File: src/design/slu_pkg.sv
// Package for the string literal unescaper: result kinds, mode codes,
// character codes and the result item type.
// Depends on nothing; imported by string_literal_unescaper.
package slu_pkg;

  typedef enum logic [1:0] {
    KIND_DATA  = 2'd0,
    KIND_QUOTE = 2'd1,
    KIND_EOT   = 2'd2,
    KIND_NOQ   = 2'd3
  } kind_e;

  typedef enum logic [6:0] {
    MODE_WAIT  = 7'b0000001,
    MODE_BODY  = 7'b0000010,
    MODE_ESC   = 7'b0000100,
    MODE_ZSKIP = 7'b0001000,
    MODE_HEX1  = 7'b0010000,
    MODE_HEX2  = 7'b0100000,
    MODE_DEC   = 7'b1000000
  } mode_e;

  localparam logic [7:0] CH_EOT   = 8'h00;
  localparam logic [7:0] CH_QUOTE = 8'h22;
  localparam logic [7:0] CH_BSL   = 8'h5c;
  localparam logic [7:0] CH_LA    = 8'h61;
  localparam logic [7:0] CH_LB    = 8'h62;
  localparam logic [7:0] CH_LF    = 8'h66;
  localparam logic [7:0] CH_LN    = 8'h6e;
  localparam logic [7:0] CH_LR    = 8'h72;
  localparam logic [7:0] CH_LT    = 8'h74;
  localparam logic [7:0] CH_LV    = 8'h76;
  localparam logic [7:0] CH_LX    = 8'h78;
  localparam logic [7:0] CH_LZ    = 8'h7a;
  localparam logic [7:0] CH_UA    = 8'h41;
  localparam logic [7:0] CH_UF    = 8'h46;
  localparam logic [7:0] CH_D0    = 8'h30;
  localparam logic [7:0] CH_D9    = 8'h39;
  localparam logic [7:0] CH_SPACE = 8'h20;
  localparam logic [7:0] CH_TAB   = 8'h09;
  localparam logic [7:0] CH_CR    = 8'h0d;

  localparam logic [9:0] DEC_MAX    = 10'd255;
  localparam logic [1:0] DEC_DIGITS = 2'd3;
  localparam logic [9:0] DEC_BASE   = 10'd10;

  localparam int unsigned QUEUE_DEPTH = 3;

  typedef struct packed {
    logic [7:0] data;
    kind_e      kind;
    logic       last;
  } res_t;

  typedef struct packed {
    logic  emit;
    res_t  res;
    mode_e mode;
  } body_t;

  function automatic res_t make_res(logic [7:0] b, kind_e k);
    res_t r;
    r.data = (k == KIND_DATA) ? b : 8'd0;
    r.kind = k;
    r.last = (k != KIND_DATA);
    return r;
  endfunction

  function automatic logic is_space(logic [7:0] b);
    return (b == CH_SPACE) || (b >= CH_TAB && b <= CH_CR);
  endfunction

  function automatic logic is_digit(logic [7:0] b);
    return (b >= CH_D0) && (b <= CH_D9);
  endfunction

  // Bit 4 flags a valid hex digit, bits 3:0 hold its value.
  function automatic logic [4:0] hex_val(logic [7:0] b);
    logic [7:0] t;
    t = 8'd0;
    if (b >= CH_D0 && b <= CH_D9) begin
      t = b - CH_D0;
      return {1'b1, t[3:0]};
    end else if (b >= CH_LA && b <= CH_LF) begin
      t = b - CH_LA + 8'd10;
      return {1'b1, t[3:0]};
    end else if (b >= CH_UA && b <= CH_UF) begin
      t = b - CH_UA + 8'd10;
      return {1'b1, t[3:0]};
    end
    return 5'd0;
  endfunction

  // Handles a byte of literal text: ordinary data, end of text, closing quote or escape start.
  function automatic body_t body_step(logic [7:0] b);
    body_t o;
    o.emit = 1'b1;
    o.mode = MODE_BODY;
    o.res  = make_res(b, KIND_DATA);
    if (b == CH_EOT) begin
      o.res  = make_res(b, KIND_EOT);
      o.mode = MODE_WAIT;
    end else if (b == CH_QUOTE) begin
      o.res  = make_res(b, KIND_QUOTE);
      o.mode = MODE_WAIT;
    end else if (b == CH_BSL) begin
      o.emit = 1'b0;
      o.mode = MODE_ESC;
    end
    return o;
  endfunction

endpackage

File: src/design/string_literal_unescaper.sv
// Top level of the string literal unescaper: decoder state and result queue.
// Depends on slu_pkg for types, codes and helper functions.
//
// Channel  Direction  Handshake               Payload
// input    in         in_valid_i, in_stall_o  text_byte_i
// output   out        out_valid_o, out_stall_i out_byte_o, out_kind_o, last_o
//
// Each byte is decoded in the cycle it is accepted and its results enter a three-entry
// result queue, so one byte per cycle is taken in steady state while out_stall_i is low.
// A byte that ends a decimal escape may give two results; the queue drains them one per
// cycle while out_stall_i is low. Input stalls while the queue holds two or more results.
// Reset clears the mode, the escape registers and the queue.
module string_literal_unescaper
  import slu_pkg::*;
(
  input  logic       clk_i,
  input  logic       rst_ni,
  input  logic       in_valid_i,
  output logic       in_stall_o,
  input  logic [7:0] text_byte_i,
  output logic       out_valid_o,
  input  logic       out_stall_i,
  output logic [7:0] out_byte_o,
  output logic [1:0] out_kind_o,
  output logic       last_o
);

  mode_e      mode_q, mode_d;
  logic [3:0] nibble_q, nibble_d;
  logic [9:0] dec_q, dec_d;
  logic [1:0] cnt_q, cnt_d;

  res_t       queue_q [QUEUE_DEPTH];
  res_t       queue_d [QUEUE_DEPTH];
  logic [1:0] fill_q, fill_d;

  res_t       res0, res1;
  logic [1:0] nres;
  logic [4:0] hex;
  logic [9:0] dec_next;
  logic [7:0] dec_out;
  body_t      body;
  logic       accept, pop;
  logic [1:0] base;

  assign hex      = hex_val(text_byte_i);
  assign dec_next = (dec_q << 3) + (dec_q << 1) + {2'd0, text_byte_i - CH_D0};
  assign body     = body_step(text_byte_i);

  always_comb begin
    mode_d   = mode_q;
    nibble_d = nibble_q;
    dec_d    = dec_q;
    cnt_d    = cnt_q;
    res0     = make_res(8'd0, KIND_DATA);
    res1     = make_res(8'd0, KIND_DATA);
    nres     = 2'd0;
    dec_out  = (dec_q > DEC_MAX) ? DEC_MAX[7:0] : dec_q[7:0];
    unique case (mode_q)
      MODE_WAIT: begin
        if (text_byte_i == CH_QUOTE) begin
          mode_d = MODE_BODY;
        end else if (!is_space(text_byte_i)) begin
          res0 = make_res(8'd0, KIND_NOQ);
          nres = 2'd1;
        end
      end
      MODE_BODY: begin
        mode_d = body.mode;
        res0   = body.res;
        nres   = {1'b0, body.emit};
      end
      MODE_ESC: begin
        mode_d = MODE_BODY;
        nres   = 2'd1;
        res0   = make_res(text_byte_i, KIND_DATA);
        case (text_byte_i)
          CH_EOT: begin
            mode_d = MODE_WAIT;
            res0   = make_res(8'd0, KIND_EOT);
          end
          CH_LA: res0 = make_res(8'd7, KIND_DATA);
          CH_LB: res0 = make_res(8'd8, KIND_DATA);
          CH_LF: res0 = make_res(8'd12, KIND_DATA);
          CH_LN: res0 = make_res(8'd10, KIND_DATA);
          CH_LR: res0 = make_res(8'd13, KIND_DATA);
          CH_LT: res0 = make_res(8'd9, KIND_DATA);
          CH_LV: res0 = make_res(8'd11, KIND_DATA);
          CH_LZ: begin
            mode_d = MODE_ZSKIP;
            nres   = 2'd0;
          end
          CH_LX: begin
            mode_d = MODE_HEX1;
            nres   = 2'd0;
          end
          default: begin
            if (is_digit(text_byte_i)) begin
              dec_d  = {2'd0, text_byte_i - CH_D0};
              cnt_d  = 2'd1;
              mode_d = MODE_DEC;
              nres   = 2'd0;
            end
          end
        endcase
      end
      MODE_ZSKIP: begin
        if (!is_space(text_byte_i)) begin
          mode_d = body.mode;
          res0   = body.res;
          nres   = {1'b0, body.emit};
        end
      end
      MODE_HEX1: begin
        if (text_byte_i == CH_EOT) begin
          mode_d = MODE_WAIT;
          res0   = make_res(8'd0, KIND_EOT);
          nres   = 2'd1;
        end else if (hex[4]) begin
          nibble_d = hex[3:0];
          mode_d   = MODE_HEX2;
        end else begin
          mode_d = MODE_BODY;
        end
      end
      MODE_HEX2: begin
        if (hex[4]) begin
          mode_d = MODE_BODY;
          res0   = make_res({nibble_q, hex[3:0]}, KIND_DATA);
          nres   = 2'd1;
        end else begin
          mode_d = body.mode;
          res0   = body.res;
          nres   = {1'b0, body.emit};
        end
      end
      MODE_DEC: begin
        if (is_digit(text_byte_i) && cnt_q < DEC_DIGITS) begin
          dec_d = dec_next;
          cnt_d = cnt_q + 2'd1;
          if (cnt_q + 2'd1 >= DEC_DIGITS) begin
            mode_d = MODE_BODY;
            res0   = make_res((dec_next > DEC_MAX) ? DEC_MAX[7:0] : dec_next[7:0],
                              KIND_DATA);
            nres   = 2'd1;
          end
        end else begin
          res0   = make_res(dec_out, KIND_DATA);
          res1   = body.res;
          mode_d = body.mode;
          nres   = body.emit ? 2'd2 : 2'd1;
        end
      end
      default: begin
        mode_d = MODE_WAIT;
      end
    endcase
  end

  assign in_stall_o  = (fill_q >= 2'd2);
  assign accept      = in_valid_i && !in_stall_o;
  assign out_valid_o = (fill_q != 2'd0);
  assign pop         = out_valid_o && !out_stall_i;
  assign base        = fill_q - {1'b0, pop};

  always_comb begin
    for (int i = 0; i < QUEUE_DEPTH; i++) begin
      if (pop && i < QUEUE_DEPTH - 1) begin
        queue_d[i] = queue_q[i + 1];
      end else begin
        queue_d[i] = queue_q[i];
      end
      if (accept && nres != 2'd0 && i == int'(base)) begin
        queue_d[i] = res0;
      end
      if (accept && nres == 2'd2 && i == int'(base) + 1) begin
        queue_d[i] = res1;
      end
    end
    fill_d = base + (accept ? nres : 2'd0);
  end

  always_ff @(posedge clk_i or negedge rst_ni) begin
    if (!rst_ni) begin
      mode_q   <= MODE_WAIT;
      nibble_q <= 4'd0;
      dec_q    <= 10'd0;
      cnt_q    <= 2'd0;
      fill_q   <= 2'd0;
    end else begin
      fill_q <= fill_d;
      if (accept) begin
        mode_q   <= mode_d;
        nibble_q <= nibble_d;
        dec_q    <= dec_d;
        cnt_q    <= cnt_d;
      end
    end
  end

  always_ff @(posedge clk_i) begin
    for (int i = 0; i < QUEUE_DEPTH; i++) begin
      queue_q[i] <= queue_d[i];
    end
  end

  assign out_byte_o = queue_q[0].data;
  assign out_kind_o = queue_q[0].kind;
  assign last_o     = queue_q[0].last;

endmodule
File: config.mk
export PLATFORM = sky130hd
export DESIGN_NAME = string_literal_unescaper
export DESIGN_NICKNAME = d
export VERILOG_FILES = /design/src/design/slu_pkg.sv /design/src/design/string_literal_unescaper.sv
export SDC_FILE = /design/constraint.sdc
export NUM_CORES = 1
export LEC_CHECK = 0
export BUFFER_PORTS_ARGS = -buffer_cell sky130_fd_sc_hd__buf_2
export CORE_MARGIN = 2
export CORE_UTILIZATION = 55
export DETAILED_ROUTE_END_ITERATION = 6
export PLACE_DENSITY = 0.76
export SYNTH_ARGS = -nofsm -noshare
export SYNTH_HDL_FRONTEND = slang
export SYNTH_SLANG_ARGS = --single-unit
File: constraint.sdc
create_clock -name clk_i -period 2.95 [get_ports clk_i]
set_input_delay 0.885 -clock clk_i [delete_from_list [all_inputs] [get_ports clk_i]]
set_output_delay 0.885 -clock clk_i [all_outputs]
set_load 0.05 [all_outputs]
==> impl_metrics.csv <==
group,metric,value,unit
sta,hold_viol_final,0,
clock_network,cts_buffers,9,
sta,finClkSkew,0.01224,ns
power,pwr_density_cell,584.0,nW/um^2
sta,fmax,265.5,MHz
worst_setup_path,arrival,3.97,ns
power,vdd_drop_max,344.9,uV
route,drt_iter0_drc,708,
grt,grtUsageTotal,0.3551,
place,hpwl,11380,microns
place,gp_routability_congestion,0.9754,
clock_network,clock_path_buffers,2,
grt,grt_pass1_vias,4890,
finish,diodes,0,
floorplanning,die_h,96.30,microns
finish,stdcell_count,806,
worst_setup_path,regToRegSetupSlack,-0.53,ns
logic_synthesis,async_flop_share,0.4310,
worst_setup_path,crit_chain,"buf_12 > a21oi_4 > xor2_1 > buf_4 > fa_2 > ha_4 > and3_4 > a221o_1 > mux2_4 > nand2_4 > a21oi_2 > o211ai_1 > buf_4 > buf_4 > nor2_1 > a21oi_1",
logic_synthesis,synthesis.nets,586,
grt,grt_busiest_layer,"met2",
floorplanning,io_pins,25,
sta,worstMarginPinSlew,0.6663,ns
worst_setup_path,critical_path.top_delay_family,"compound AO/OA/AOI/OAI gates",
worst_setup_path,cp_max_fo,6,
sta,worst_slack,-0.8158,ns
route,wl_per_cell,21.29,microns
place,port_buffers,24,
grt,antenna_found_initial,0,
clock_network,tritoncts,"done",
worst_setup_path,crit_top_cell,"buf_4",
power,seqPwrFrac,0.271,
power,power.internal,2.463,mW
logic_synthesis,synth_top_cell_by_area,"edfxtp_1",
floorplanning,die_width,96.30,microns
power,p_clk_frac,0.230,
worst_setup_path,start_kind,"primary input",
floorplanning,core-area,8258,sq um
logic_synthesis,netlist_instances,544,
logic_synthesis,synthTopCellsByCount,"nand2_1 (59), nor2_1 (47), a21oi_1 (41), o21ai_0 (38), edfxtp_1 (33)",
logic_synthesis,synth_flop_cell,"edfxtp_1",
clock_network,cts_root_buffer,"clkbuf_8",
clock_network,cts.sinks,58,
finish,final_layout_size_suffix_gt1_frac,0.4494,
worst_setup_path,cp.buffers_inverters,4,
grt,grt_max_degree,26,
grt,grtUsageMet2,0.6186,
clock_network,ctsHtreeMaxLevel,3,
logic_synthesis,yosysMostFrequentCell,"nand2_1",
clock_network,clk_pin_slew,0.08,ns
logic_synthesis,synth_edf_count,33,
sta,drv_slew,0,
route,drtPass1Iterations,7,
logic_synthesis,yosysSeqAreaShare,0.3453,
grt,grt.met1_usage,0.4497,
power,p_comb_frac,0.499,
grt,grt_use_met3,0.05012,
logic_synthesis,synth_seq_cells,58,
route,viasPerCell,6.597,
power,static-leakage-power,2.965,nW
logic_synthesis,synth.distinct_cells,75,
logic_synthesis,synth_top_area_frac,0.2115,
power,p_switching,1.662,mW
finish,fin_nets,738,
floorplanning,die-area,9274,sq um
worst_setup_path,max_stage_delay,0.47,ns
sta,slew_headroom,0.5524,
worst_setup_path,cp_slowest_cell,"fa_2",
flow_run,drv_cap,0,
sta,rsz0062_at_grt,"true",
power,power.share.switching,0.4029,
logic_synthesis,yosysWarningCount,0,
finish,syn2layout_area_growth,50.73,%
worst_setup_path,crit_path_end_kind,"flip-flop",
hold_path,hp-class,"flip-flop to flip-flop",
status,violations,"DRC, setup timing",
logic_synthesis,synthTopCellsByArea,"edfxtp_1 (21%), dfrtp_1 (13%), ha_1 (6.4%)",
sta,fin_crit,3.766,ns
place,dp_cells,765,
route,drt_wl_total,17160,microns
floorplanning,start_util,0.5674,
grt,grt_pass1_wl,24820,microns
worst_setup_path,crit_required,3.15,ns
logic_synthesis,syn_area,4686,sq um
sta,setup_viol,54,
sta,finalCritPeriodShare,1.277,
worst_setup_path,critPathKind,"primary input to flip-flop",
route,drtAntennaViolNets,0,
route,num_vias,5317,
status,status,"complete, but fails checks",
place,dp_slack,-1.267,ns
finish,nFillCells,453,
logic_synthesis,synth.avg_cell_area,8.614,sq um
route,drc,1,
grt,overflow,0,
floorplanning,num_rows,33,
clock_network,clk_latency,0.35,ns
[worst paths after layout]
check / startpoint / endpoint / depth (start not counted)
setup / recovery: text_byte_i[5] / queue_q[0][26] / 16
hold / removal: dec_q[9] / dec_q[9] / 2
setup reg to reg: dec_q[1] / queue_q[0][26] / 13
hold reg to reg: dec_q[9] / dec_q[9] / 2
max in group asynchronous: rst_ni / dec_q[4] / 1
min in group asynchronous: rst_ni / fill_q[0] / 1
[logic make-up (layout without fill, tap and decap cells)]
| logic type | count (synthesis) | in the layout | share of synthesized area |
|---|---|---|---|
| multiplexers | 14 | 14 | 0.03284 |
| buffers and inverters | 60 | 216 | 0.05768 |
| flip-flops | 58 | 58 | 0.3453 |
| AND/OR/NAND/NOR | 199 | 200 | 0.2136 |
| AO/OA/AOI/OAI | 167 | 167 | 0.2310 |
| adder cells (fa/ha/maj) | 30 | 30 | 0.08972 |
| XOR/XNOR | 16 | 16 | 0.02991 |
[power by group through the flow]
| stage | registers, mW | logic (mW) | clock network (mW) |
|---|---|---|---|
| after floorplan | 1.14 | 1.24 | 0 |
| after global placement | 1.12 | 1.68 | 0 |
| after detailed placement | 1.13 | 1.73 | 0 |
| after CTS | 1.12 | 1.88 | 0.937 |
| after global routing | 1.13 | 2.19 | 0.980 |
| final | 1.12 | 2.06 | 0.948 |
[per-stage QoR]
stage | hold slack (ns) | utilization | total power [mW] | TNS, ns | instance area [sq um]
after floorplan | 0.4409 | - | 2.383 | -21.38 | 5127
after global placement | 0.4633 | 0.7356 | 2.799 | -50.33 | 6075
after detailed placement | 0.4772 | 0.7356 | 2.862 | -58.24 | 6075
after CTS | 0.4988 | 0.8126 | 3.933 | -15.66 | 6710
after global routing | 0.5381 | 0.8553 | 4.304 | -25.07 | 7063
final | 0.4998 | 0.8553 | 4.125 | -19.64 | 7063
[final cells by class]
type	count	area (sq um)	share of cell area
Multi-Input combinational cell	427	3523	0.4988
Sequential cell	58	1618	0.2291
Timing Repair Buffer	182	1446	0.2048
Tap cell	105	131.4	0.01860
Clock inverter	7	125.1	0.01771
Clock buffer	9	123.9	0.01754
Inverter	18	95.09	0.01346
[timing repair]
item                       4_1_cts  5_1_grt
hold buffers                     0        0
pin swaps                       36       51
hold endpoints to repair         0        0
gates resized for setup         54       60
cloned                           1        0
buffers inserted                12       15
setup endpoints to repair       72       75
[cells in the final DEF, fill, tap and decap left out, types with 8 or more instances in the layout]
master / netlist / layout
buf_4: 10 / 146
nand2_1: 59 / 50
nor2_1: 47 / 42
edfxtp_1: 33 / 33
a21oi_1: 41 / 28
dfrtp_1: 24 / 24
o21ai_1: 9 / 22
o21ai_0: 38 / 22
buf_2: 6 / 19
nand3_1: 21 / 17
nor3_1: 18 / 15
o211ai_1: 12 / 12
ha_4: 0 / 12
inv_1: 18 / 11
ha_1: 24 / 11
a21oi_2: 1 / 9
clkbuf_8: 0 / 9
xnor2_1: 9 / 8
buf_6: 0 / 8
[registers in the layout (all words and copies together) (netlist names)]
register / cells
cnt_q: 2
dec_q: 10
fill_q: 2
mode_q: 7
nibble_q: 4
queue_q: 33
[metal layers]
metal | routed length [microns] | up-vias
li1 | - | 2324
met1 | 6342 | 2530
met2 | 8446 | 362
met3 | 1493 | 101
met4 | 875 | 0
met5 | 0 | -
[tightest hold or removal path: stages (launching register included)]
cell and delay [ns]:
dfrtp_1 0.36, nand2_1 0.05, o31ai_1 0.06
No activity file was read; power rests on OpenSTA's default activity.
